==> config.mk <==
export PLATFORM = sky130hd
export DESIGN_NAME = pccc_border
export DESIGN_NICKNAME = d
export VERILOG_FILES = /design/src/rtl/point_cloud_corridor_clipper_assert.svh /design/src/rtl/pccc_pkg.sv /design/src/rtl/pccc_border.sv
export SDC_FILE = /design/constraint.sdc
export NUM_CORES = 2
export LEC_CHECK = 0
export ABC_AREA = 1
export BUFFER_PORTS_ARGS = -buffer_cell sky130_fd_sc_hd__buf_2
export CORE_MARGIN = 4
export CORE_UTILIZATION = 65
export CTS_BUF_LIST = sky130_fd_sc_hd__clkbuf_4 sky130_fd_sc_hd__clkbuf_8
export CTS_CLUSTER_DIAMETER = 200
export DETAILED_ROUTE_END_ITERATION = 12
export PLACE_DENSITY = 0.83
export SLEW_MARGIN = 20
export SYNTH_ARGS = -nofsm -noshare
export SYNTH_HDL_FRONTEND = slang
export SYNTH_SLANG_ARGS = --single-unit
==> constraint.sdc <==
create_clock -name clk -period 8.1 [get_ports clk]
set_input_delay 1.62 -clock clk [delete_from_list [all_inputs] [get_ports clk]]
set_output_delay 1.62 -clock clk [all_outputs]
set_load 0.01 [all_outputs]
==> src/rtl/point_cloud_corridor_clipper_assert.svh <==
// Assertion macros used by the clipper top module.
`ifndef POINT_CLOUD_CORRIDOR_CLIPPER_ASSERT_SVH
`define POINT_CLOUD_CORRIDOR_CLIPPER_ASSERT_SVH

// Condition on one edge implies a consequent sequence starting on the same edge
`define PCCC_ASSERT_NOW(lbl, clk, rst_n, ante, cons) \
    lbl: assert property (@(posedge clk) disable iff (!rst_n) (ante) |-> (cons)) \
        else $error("pccc assertion failed");

// Condition on one edge implies a consequent sequence starting on the next edge
`define PCCC_ASSERT_NEXT(lbl, clk, rst_n, ante, cons) \
    lbl: assert property (@(posedge clk) disable iff (!rst_n) (ante) |=> (cons)) \
        else $error("pccc assertion failed");

`endif

==> src/rtl/pccc_pkg.sv <==
`default_nettype none

package pccc_pkg;

    // Polynomial order of the borders (1 or 2)
    localparam int POLY_ORDER = 2;

    // Register index width and codes
    localparam int CFG_IDX_W = 4;
    typedef logic [CFG_IDX_W-1:0] cfg_idx_t;

    localparam cfg_idx_t REG_LEFT_C0      = 4'd0;
    localparam cfg_idx_t REG_LEFT_C1      = 4'd1;
    localparam cfg_idx_t REG_LEFT_C2      = 4'd2;
    localparam cfg_idx_t REG_RIGHT_C0     = 4'd3;
    localparam cfg_idx_t REG_RIGHT_C1     = 4'd4;
    localparam cfg_idx_t REG_RIGHT_C2     = 4'd5;
    localparam cfg_idx_t REG_HEIGHT_LIMIT = 4'd6;
    localparam cfg_idx_t REG_FAR_LIMIT_SQ = 4'd7;

    // Reset values
    localparam logic [31:0] LEFT_C0_RST      = 32'hFFFD_0000;  // -3.0 m
    localparam logic [31:0] RIGHT_C0_RST     = 32'h0003_0000;  // +3.0 m
    localparam logic [31:0] FAR_LIMIT_SQ_RST = 32'hFFFF_FFFF;

    // Border coefficients, Q16.16
    typedef struct packed {
        logic signed [31:0] c0;
        logic signed [31:0] c1;
        logic signed [31:0] c2;
    } border_coef_t;

    // Full configuration
    typedef struct packed {
        border_coef_t       left;
        border_coef_t       right;
        logic signed [15:0] height_limit;
        logic        [31:0] far_limit_sq;
    } cfg_t;

    // Load enables for the two border stages
    typedef struct packed {
        logic acc_en;
        logic poly_en;
    } stage_en_t;

endpackage

`default_nettype wire

==> src/rtl/pccc_border.sv <==
`default_nettype none

// Two-stage Horner evaluation of one border, scaled by 2^32:
//   acc = C2*Z + C1*256      (stage A)
//   F   = acc*Z + C0*65536   (stage B)
module pccc_border (
    input  wire logic                     clk,
    input  wire pccc_pkg::stage_en_t      en,
    input  wire logic signed [15:0]       z,
    input  wire pccc_pkg::border_coef_t   coef,
    output logic signed [63:0]            border
);
    import pccc_pkg::*;

    logic signed [31:0] c2_eff;
    logic signed [47:0] quad_prod;
    logic signed [48:0] acc_next;
    logic signed [48:0] acc_reg;
    logic signed [15:0] z_reg;
    logic signed [63:0] border_next;
    logic signed [63:0] border_reg;

    // First order drops the quadratic term
    assign c2_eff = (POLY_ORDER >= 2) ? coef.c2 : 32'sd0;

    // Stage A: quadratic term plus linear coefficient
    always_comb
    begin
        quad_prod = c2_eff * z;
        acc_next  = {quad_prod[47], quad_prod}
                  + {{9{coef.c1[31]}}, coef.c1, 8'b0};
    end

    always_ff @(posedge clk)
    begin
        if (en.acc_en)
        begin
            acc_reg <= acc_next;
            z_reg   <= z;
        end
    end

    // Stage B: second multiply plus constant term, exact in 64 bits
    always_comb
    begin
        border_next = acc_reg * z_reg + $signed({{16{coef.c0[31]}}, coef.c0, 16'b0});
    end

    always_ff @(posedge clk)
    begin
        if (en.poly_en)
        begin
            border_reg <= border_next;
        end
    end

    assign border = border_reg;

endmodule

`default_nettype wire
==> metrics.txt <==
Crit path largest cell delay 1.19 ns; status finished, final reports clean; Startpoint Class register; die area 87,100 sq um; Crit-path slowest cell edfxtp_1; register area 3874 sq um; HP Class register to register; vias per std cell 5.391; GPL Wtd Cong 1.018; vias in the first global route 47,660; Slew Viols, Final 0; CTS Buffer Depth 2; grt ovf 0; Worst-Margin Slew 1.260 ns; FP Rows 105; Worst-path clk slew 0.09 ns; Primary FF master, synth edfxtp_1; Vias 43,010; Area Overhead vs Synth 3.885%; TNS Setup 0 ns; Setup crit end kind register; footprint of the multi-input gates 40,290 sq um; most numerous cell in the Yosys netlist inv_1; Synth top cells by count 2,233 x inv_1, 2,037 x nand2_1, 1,278 x fa_1, 262 x clkbuf_1, 229 x ha_1; Die Y 295.1 um; register area share after synthesis 0.07229; H-tree levels 4; CTS sink cnt 129; Area contributors post-synth fa_1 48%, inv_1 16%, nand2_1 14%, edfxtp_1 7.2%, ha_1 5.3%; synth warn 0; initial antenna violation count 0; GR peak layer met2; Root Buffer clkbuf_8; Num CTS Buffers 17; Async S/R FF share, synth 0; GR Util All Layers 0.3623; Final nets 8,516; period utilization 0.8999; final-report setup violation count 0; Post-CTS Resized 0; mean routed wirelength per cell 18.75 um; DR iter-0 viols 3,569; largest net degree at the start of global routing 66; Syn Inst Count 6,921; critical path peak fanout 22; Residual DRC 0; maxcap violations 0; RSZ-0062 raised after global routing no; clk_skew 0.02937 ns; Initial Util 0.6547; Top Ports 179; max reg flops 64; Yosys top cell by area fa_1; met1 usage 0.4344; met2 GRT Util 0.6150; clock latency on the worst-skew pair 0.57 ns; share of layout cells above drive strength 1 0.05849; Routed WL 149.6 mm; number of synthesized flops with an enable pin 129; Req. time, crit path 8.42 ns; Synth top area share 0.4774; Post-DP HPWL 124.4 mm; Yosys cell types 35; Fillers 6,624; first-pass GRT wire length 243.1 mm; Post-CTS Hold Buffers 0; syn_area_per_cell 7.743 sq um; PortBufs 178; Post CTS Setup Buffer Count 0; maximum operating frequency 137.2 MHz; flops & latches, synth 129; Die W 295.1 um; ANT nets after route 0; relative slew slack 0.1603; met3 usage 0.08661; min cycle time layout 7.289 ns; Setup CP Type register to register; core area 81,850 sq um; Post-Syn Area 53,590 sq um; endpoints failing hold 0; CP Cell Sequence nand2_1 -> inv_1 -> fa_1 -> fa_1 -> fa_1 -> inv_1 -> fa_1 -> fa_1 -> fa_1 -> inv_1 -> ha_1 -> a21oi_1 -> o21ai_0 -> a21oi_1 -> nand2_1 -> a21oi_1 -> nand2_1 -> nand2_1 -> nand2_1; most used cell, CP fa_1; CTS tree done; DRT Pass-1 Iters 6; Syn Nets 8,543; WP data arrival 7.61 ns
## placed cells by master, fill, tap and decap left out, types with 8 or more instances in the layout
master	instances
inv_1	2232
nand2_1	2037
fa_1	1278
ha_1	229
nor2_1	189
buf_2	178
edfxtp_1	129
nand3_1	119
a21oi_1	102
xor2_1	60
nand2_2	48
buf_4	47
nor2_2	38
nand4_1	36
o21bai_1	26
o21ai_0	23
clkbuf_8	17
or2_2	16
nor2_4	16
nand3_2	14
xnor2_1	11
nor3_1	8
## cell families (layout without fill, tap and decap cells)
family | count (synthesis) | in the layout | synth area share
buffers and inverters | 2511 | 2497 | 0.1759
flip-flops | 129 | 129 | 0.07229
XOR/XNOR | 71 | 71 | 0.01160
adder cells (fa/ha/maj) | 1507 | 1507 | 0.5309
other | 0 | 1 | 0
AND/OR/NAND/NOR | 2542 | 2542 | 0.1927
AO/OA/AOI/OAI | 161 | 161 | 0.01655
## path summary, 6_finish.rpt
path,startpoint,end,slack [ns],cells after the start
setup reg to reg,z_reg[2],border[62],0.81,19
hold / removal,acc_reg[0],border[0],0.78,3
hold reg to reg,acc_reg[0],border[0],0.78,3
setup / recovery,z_reg[2],border[62],0.81,19
## worst max-delay path, delay by kind of cell (launching register included)
kind	cells	cell delay (ns)
DFF	1	1.19
AOI/OAI and AO/OA	4	1.25
and+or+nand+nor	5	0.58
buffers and inverters	3	0.27
adders and majority gates	7	3.76
## metrics by stage
step           setup slack, ns  cell area, sq um  instances    util  hold slack, ns
6_report                0.8109             55670       7978  0.6802          0.7847
5_1_grt                 0.5733             55670       7977  0.6801          0.8181
4_1_cts                 0.9092             55670       7977  0.6801          0.7791
3_5_place_dp            0.2942             55200       7945  0.6744          0.7636
3_3_place_gp            0.3997             55200       7945  0.6744          0.7647
2_1_floorplan            1.293             53590       6921       -          0.7261
## cell type report
cell class / instances / area share
multi-input cells: 4281 / 0.7237
inverters: 2237 / 0.1508
flip-flops and latches: 129 / 0.06958
well taps: 1070 / 0.02405
repair buffers: 228 / 0.02342
clock buffers: 18 / 0.004338
clock inverters: 14 / 0.004046
diodes: 1 / 0.00004495
## layer usage
| layer | routed length [um] | up-vias |
|---|---|---|
| met1 | 52620 | 20960 |
| li1 | - | 19030 |
| met2 | 72470 | 2439 |
| met5 | 40 | - |
| met4 | 8787 | 2 |
| met3 | 15700 | 584 |
Power is not shown: default switching activity piles up to over one toggle a cycle in this logic, so the estimate is an artifact.
