--- config.mk ---
export PLATFORM = sky130hd
export DESIGN_NAME = pccc_regs
export DESIGN_NICKNAME = d
export VERILOG_FILES = /design/src/rtl/point_cloud_corridor_clipper_assert.svh /design/src/rtl/pccc_pkg.sv /design/src/rtl/pccc_regs.sv
export SDC_FILE = /design/constraint.sdc
export NUM_CORES = 1
export LEC_CHECK = 0
export ABC_AREA = 0
export BUFFER_PORTS_ARGS = -buffer_cell sky130_fd_sc_hd__buf_2
export CORE_MARGIN = 8
export CORE_UTILIZATION = 50
export CTS_CLUSTER_DIAMETER = 50
export DETAILED_ROUTE_END_ITERATION = 10
export HOLD_SLACK_MARGIN = 0.08
export PLACE_DENSITY = 0.78
export SYNTH_ARGS = -nofsm -noshare
export SYNTH_HDL_FRONTEND = slang
export SYNTH_SLANG_ARGS = --single-unit
--- constraint.sdc ---
create_clock -name clk -period 2 [get_ports clk]
set_input_delay 0.4 -clock clk [delete_from_list [all_inputs] [get_ports clk]]
set_output_delay 0.4 -clock clk [all_outputs]
set_load 0.01 [all_outputs]
--- src/rtl/point_cloud_corridor_clipper_assert.svh ---
// Assertion macros used by the clipper top module.
`ifndef POINT_CLOUD_CORRIDOR_CLIPPER_ASSERT_SVH
`define POINT_CLOUD_CORRIDOR_CLIPPER_ASSERT_SVH

// Condition on one edge implies a consequent sequence starting on the same edge
`define PCCC_ASSERT_NOW(lbl, clk, rst_n, ante, cons) \
    lbl: assert property (@(posedge clk) disable iff (!rst_n) (ante) |-> (cons)) \
        else $error("pccc assertion failed");

// Condition on one edge implies a consequent sequence starting on the next edge
`define PCCC_ASSERT_NEXT(lbl, clk, rst_n, ante, cons) \
    lbl: assert property (@(posedge clk) disable iff (!rst_n) (ante) |=> (cons)) \
        else $error("pccc assertion failed");

`endif

--- src/rtl/pccc_pkg.sv ---
`default_nettype none

package pccc_pkg;

    // Polynomial order of the borders (1 or 2)
    localparam int POLY_ORDER = 2;

    // Register index width and codes
    localparam int CFG_IDX_W = 4;
    typedef logic [CFG_IDX_W-1:0] cfg_idx_t;

    localparam cfg_idx_t REG_LEFT_C0      = 4'd0;
    localparam cfg_idx_t REG_LEFT_C1      = 4'd1;
    localparam cfg_idx_t REG_LEFT_C2      = 4'd2;
    localparam cfg_idx_t REG_RIGHT_C0     = 4'd3;
    localparam cfg_idx_t REG_RIGHT_C1     = 4'd4;
    localparam cfg_idx_t REG_RIGHT_C2     = 4'd5;
    localparam cfg_idx_t REG_HEIGHT_LIMIT = 4'd6;
    localparam cfg_idx_t REG_FAR_LIMIT_SQ = 4'd7;

    // Reset values
    localparam logic [31:0] LEFT_C0_RST      = 32'hFFFD_0000;  // -3.0 m
    localparam logic [31:0] RIGHT_C0_RST     = 32'h0003_0000;  // +3.0 m
    localparam logic [31:0] FAR_LIMIT_SQ_RST = 32'hFFFF_FFFF;

    // Border coefficients, Q16.16
    typedef struct packed {
        logic signed [31:0] c0;
        logic signed [31:0] c1;
        logic signed [31:0] c2;
    } border_coef_t;

    // Full configuration
    typedef struct packed {
        border_coef_t       left;
        border_coef_t       right;
        logic signed [15:0] height_limit;
        logic        [31:0] far_limit_sq;
    } cfg_t;

    // Load enables for the two border stages
    typedef struct packed {
        logic acc_en;
        logic poly_en;
    } stage_en_t;

endpackage

`default_nettype wire

--- src/rtl/pccc_regs.sv ---
`default_nettype none

module pccc_regs (
    input  wire logic                     clk,
    input  wire logic                     rst_n,
    input  wire logic                     cfg_valid,
    output logic                          cfg_ready,
    input  wire pccc_pkg::cfg_idx_t       cfg_index,
    input  wire logic [31:0]              cfg_data,
    output pccc_pkg::cfg_t                cfg
);
    import pccc_pkg::*;

    cfg_t cfg_reg;
    cfg_t cfg_next;

    // Register file never pushes back
    assign cfg_ready = 1'b1;
    assign cfg       = cfg_reg;

    // Write decode; unknown indexes are dropped
    always_comb
    begin
        cfg_next = cfg_reg;
        if (cfg_valid)
        begin
            case (cfg_index)
                REG_LEFT_C0:      cfg_next.left.c0      = cfg_data;
                REG_LEFT_C1:      cfg_next.left.c1      = cfg_data;
                REG_LEFT_C2:      cfg_next.left.c2      = cfg_data;
                REG_RIGHT_C0:     cfg_next.right.c0     = cfg_data;
                REG_RIGHT_C1:     cfg_next.right.c1     = cfg_data;
                REG_RIGHT_C2:     cfg_next.right.c2     = cfg_data;
                REG_HEIGHT_LIMIT: cfg_next.height_limit = cfg_data[15:0];
                REG_FAR_LIMIT_SQ: cfg_next.far_limit_sq = cfg_data;
                default:          cfg_next = cfg_reg;
            endcase
        end
    end

    always_ff @(posedge clk or negedge rst_n)
    begin
        if (!rst_n)
        begin
            cfg_reg.left.c0      <= LEFT_C0_RST;
            cfg_reg.left.c1      <= '0;
            cfg_reg.left.c2      <= '0;
            cfg_reg.right.c0     <= RIGHT_C0_RST;
            cfg_reg.right.c1     <= '0;
            cfg_reg.right.c2     <= '0;
            cfg_reg.height_limit <= '0;
            cfg_reg.far_limit_sq <= FAR_LIMIT_SQ_RST;
        end
        else
        begin
            cfg_reg <= cfg_next;
        end
    end

endmodule

`default_nettype wire

==> flow_summary.toml, run 1 <==
[synthesis]
synthArstFlopShare_pct = 100
synth.distinct_cells = 18
synth_edf_count = 0
synthXorXnorAreaFrac_pct = 0
synth_top_area_cell = "dfrtp_1"
synth_ff_type = "dfrtp_1"
syn_area_sq_mm = 0.00915
synth_common_cells = "mux2_2, dfrtp_1, dfstp_2"
synth_compound_area_share_pct = 0
synth_mux_area_share_pct = 30.8
ys_ff_latch = 240
synth_area_leaders = "dfrtp_1, mux2_2, dfstp_2"
synth_nets = 559
yosys.area_share.adder_pct = 0
ys_seq_area_share_pct = 66.3
syn_inst = 520
yosysMostFrequentCell = "mux2_2"
syn_avg_cell_area_sq_um = 17.6
synth_top_family_by_area = "multiplexers"
ys_warn_count = 0
synth_top_area_share_pct = 52.2
synthSimpleGateAreaFrac_pct = 1.09

[cts]
cts.repair.resized = 0
tritoncts = "done"
clk_latency_ns = 0.51
clock-sinks = 240
cts_root_buf = "clkbuf_16"
post_cts_buffers = 0
cts.clk_slew.worst_paths_ns = 0.06
ctsHoldBuffers = 1
numCtsBuffers = 26
ctsHtreeMaxLevel = 1
cts_buffer_depth = 3

[worst_setup_path]
cp_slowest_cell = "dfstp_2"
slowest_delay_ns = 0.56
critical_path_class = "flop to output port"
reg2reg_depth = 1
r2r-end = "cfg[155]"
cp-end-kind = "output port"
cp-start-kind = "flop"
rr_startpoint = "cfg[155]"
required_ns = 1.60
cp.buffers_inverters = 1
r2r_slack_ns = 1.20
crit_chain = "buf_2"
path_delay_family = "flip-flops"
cp_data_arrival_time_ns = 1.21
cp_max_fo = 2

[timing]
drv_slew = 0
fmaxAchievable_ghz = 0.621
worst_pin_slew_ns = 0.528
setup_ws_ns = 0.390
rsz0062_at_grt = "false"
finalHoldViolCount = 0
final_min_period_over_clock_period_pct = 80.5
max_slew_margin_pct = 64.8
period_minus_slack_ns = 1.61
finalSetupViolCount = 0
finClkSkew_ns = 0
fin_setup_tns_ns = 0

[power]
p_per_area_mw_per_mm2 = 1260
peakVddDrop_uv = 1000
power_leakage_nw = 5.86

[run]
drv_cap = 0

[hold_path]
hp-start = "cfg_data[18]"
whs_path_depth = 2
min_path_type = "input port to flop"
hold_end = "cfg[98]"

[placed_design]
pre_cts_ws_ns = 0.188
dp.cells = 1023
routabilityCongestion = 0.787
dp.final_hpwl_um = 17400
numPortBuffers = 278

[global_routing]
grt_use_total_pct = 20.9
grt_pass1_wl_um = 37200
grt_max_degree = 63
grt_overflow = 0
antenna_found_initial = 0
first_global_vias = 6300

[floorplan]
fp.dieH_um = 151
pin_count = 280
initial_core_util_pct = 50.9
core_sq_mm = 0.0180
die_area_sq_mm = 0.0229
die_x_um = 151
rows = 49

[routing]
drt_iter0_drc = 146
wire_per_inst_um = 22.6
viasPerCell = 5.24
totalWireLength_um = 24300
drc = 0
vias = 5618
drt-pass1-iter-count = 4
ant_nets = 0

[layout]
fill_cells = 1270
drive_above_1_share_pct = 75.4
fin_util_pct = 65.9
nNetsFinal = 862
area_delta_synth_final_pct = 29.3
stdcell_count = 1072
num_antenna_cells = 0
largest_register_ffs = 240

[outcome]
status = "completed"
==> placed cells by master, fill, tap and decap left out, drive strengths merged, types with 2 or more instances in the layout <==
master	Yosys	final
nand3b	3	3
clkbuf	2	42
nand2	2	2
mux2	240	240
nor3b	3	3
buf	25	301
dfrtp	191	191
clkinv	0	2
nor2	2	2
inv	0	2
dfstp	49	49
==> how the worst max path moves through the flow <==
stage	start	to	slack, ns	cells after the start
5_1_grt	cfg[0]	cfg[0]	0.36	1
2_1_floorplan	cfg_index[0]	cfg[37]	0.36	4
3_3_place_gp	cfg_index[3]	cfg[109]	0.22	5
4_1_cts	cfg[0]	cfg[0]	0.36	1
3_5_place_dp	cfg_index[3]	cfg[64]	0.19	6
6_report	cfg[0]	cfg[0]	0.39	1
==> logic make-up (layout without fill, tap and decap cells) <==
group,after synthesis,in the layout
multiplexers,240,240
AND/OR/NAND/NOR,12,12
flip-flops,240,240
buffers and inverters,27,350
other,1,1
==> cell type report <==
| type | instances | area, sq um | share of cell area [%] |
|---|---|---|---|
| Clock buffer | 42 | 792 | 6.69 |
| Clock inverter | 6 | 67.6 | 0.571 |
| Multi-Input combinational cell | 253 | 2940 | 24.8 |
| Sequential cell | 240 | 6070 | 51.3 |
| Tap cell | 229 | 287 | 2.42 |
| Timing Repair Buffer | 302 | 1680 | 14.2 |
==> power by group <==
group	internal, mW	switching [mW]	total [mW]
sequential	6.16	0.637	6.79
combinational	1.72	1.67	3.39
clock	2.84	1.87	4.71
total	10.7	4.18	14.9
==> per-layer routing <==
layer / wire (um) / share of wire (%) / track usage [%]
met5: 0 / 0 / 0
met4: 615 / 2.5 / 6.19
met3: 2120 / 8.7 / 6.33
met2: 11800 / 49 / 34.6
met1: 9670 / 40 / 26.0
==> metrics by stage <==
stage | total power, mW | area, sq um | hold WS (ns)
final | 14.9 | 11800 | 0.222
after global routing | 15.6 | 11800 | 0.213
after CTS | 15.1 | 11800 | 0.200
after detailed placement | 10.3 | 11000 | 0.387
after global placement | 10.1 | 11000 | 0.378
after floorplan | 8.45 | 9150 | 0.104
Note: power is estimated with default switching activity, not from simulation.
==> inputs of run 2 (changes only) <==
==> constraint.sdc (replaced) <==
create_clock -name clk -period 1.6 [get_ports clk]
set_input_delay 0.32 -clock clk [delete_from_list [all_inputs] [get_ports clk]]
set_output_delay 0.32 -clock clk [all_outputs]
set_load 0.01 [all_outputs]
==> flow_summary.toml, run 2 (synthesis results as in run 1) <==
[outcome]
status = "completed"

[worst_setup_path]
r2r-end = "cfg[101]"
cp_slowest_cell = "dfstp_2"
cp-end-kind = "output port"
slowest_delay_ns = 0.54
rr_startpoint = "cfg[101]"
reg2reg_depth = 1
crit_chain = "buf_2"
critical_path_class = "flop to output port"
r2r_slack_ns = 0.80
cp_data_arrival_time_ns = 1.18
cp.buffers_inverters = 1
required_ns = 1.28
cp_max_fo = 2
cp-start-kind = "flop"
path_delay_family = "flip-flops"

[floorplan]
die_area_sq_mm = 0.0229
initial_core_util_pct = 50.9
pin_count = 280
core_sq_mm = 0.0180
rows = 49
die_x_um = 151
fp.dieH_um = 151

[routing]
drt-pass1-iter-count = 4
vias = 5580
viasPerCell = 5.17
ant_nets = 0
drc = 0
totalWireLength_um = 24000
wire_per_inst_um = 22.2
drt_iter0_drc = 172

[power]
seqPwrFrac_pct = 45.0
pwr-share-comb_pct = 22.6
swShare_pct = 27.3
p_int_mw = 13.7
clock_power_share_pct = 32.4
p_per_area_mw_per_mm2 = 1570
switchingPower_mw = 5.16
peakVddDrop_uv = 981
power_leakage_nw = 5.94

[layout]
fin_util_pct = 66.8
area_delta_synth_final_pct = 31.1
largest_register_ffs = 240
num_antenna_cells = 0
final_common_cell = "buf_2"
stdcell_count = 1080
drive_above_1_share_pct = 75.9
layout_common_cells = "buf_2, mux2_2, dfrtp_1"
nNetsFinal = 870
fill_cells = 1268

[global_routing]
grt_use_total_pct = 21.0
grt_overflow = 0
grt_pass1_wl_um = 37500
first_global_vias = 6425
antenna_found_initial = 1
grt_max_degree = 62

[cts]
numCtsBuffers = 26
cts.repair.resized = 0
post_cts_buffers = 0
cts.clk_slew.worst_paths_ns = 0.06
cts_root_buf = "clkbuf_16"
tritoncts = "done"
ctsHtreeMaxLevel = 1
ctsHoldBuffers = 1
cts_buffer_depth = 3
clk_latency_ns = 0.50
clock-sinks = 240

[timing]
fmaxAchievable_ghz = 0.666
worst_pin_slew_ns = 0.506
drv_slew = 0
max_slew_margin_pct = 66.3
period_minus_slack_ns = 1.50
finalSetupViolCount = 0
rsz0062_at_grt = "false"
setup_ws_ns = 0.0976
finClkSkew_ns = 0
final_min_period_over_clock_period_pct = 93.9
finalHoldViolCount = 0

[hold_path]
hp-start = "cfg_data[18]"
hold_end = "cfg[130]"
min_path_type = "input port to flop"
whs_path_depth = 2

[placed_design]
pre_cts_ws_ns = -0.137
dp.final_hpwl_um = 17600
routabilityCongestion = 0.778
dp.cells = 1031
numPortBuffers = 278

[run]
drv_cap = 0
[run 2: worst max-delay path by stage]
| stage | start | to | slack [ns] | cells past startpoint |
|---|---|---|---|---|
| floorplan | cfg_index[0] | cfg[37] | 0.04 | 4 |
| global placement | cfg_index[3] | cfg[104] | -0.10 | 5 |
| detailed placement | cfg_index[3] | cfg[61] | -0.14 | 6 |
| CTS | cfg[0] | cfg[0] | 0.08 | 1 |
| global route | cfg[12] | cfg[12] | 0.05 | 1 |
| finish | cfg[12] | cfg[12] | 0.1 | 1 |
[run 2: power by group through the flow]
stage | Clock, mW | Sequential (mW) | Combinational [mW]
final | 6.10 | 8.49 | 4.26
after detailed placement | 0 | 8.56 | 4.35
after floorplan | 0 | 9.16 | 1.40
after global routing | 6.50 | 8.66 | 4.60
after global placement | 0 | 8.48 | 4.22
after CTS | 6.23 | 8.49 | 4.37
[run 2: layer usage]
metal	vias to the layer above	global-route usage, %	routed length [um]
met5	-	0	11
met3	23	7.26	2350
li1	2469	-	-
met4	2	4.45	291
met1	2882	26.0	9450
met2	204	35.1	11900
[run 2: area by class of cell]
class	instances	area (sq um)	area share, %
clock buffer	42	823	6.86
clock inverter	6	83.8	0.699
multi-input combinational	253	2940	24.5
sequential	240	6070	50.6
tap	229	287	2.39
timing repair buffer	310	1790	15.0
[run 2: through the flow]
step | area (sq um) | hold slack, ns | power (mW) | setup TNS, ns
after floorplan | 9150 | 0.0244 | 10.6 | 0
after global placement | 11100 | 0.297 | 12.7 | -10.08
after detailed placement | 11100 | 0.303 | 12.9 | -13.71
after CTS | 12000 | 0.114 | 19.1 | 0
after global routing | 12000 | 0.132 | 19.8 | 0
final | 12000 | 0.131 | 18.9 | 0
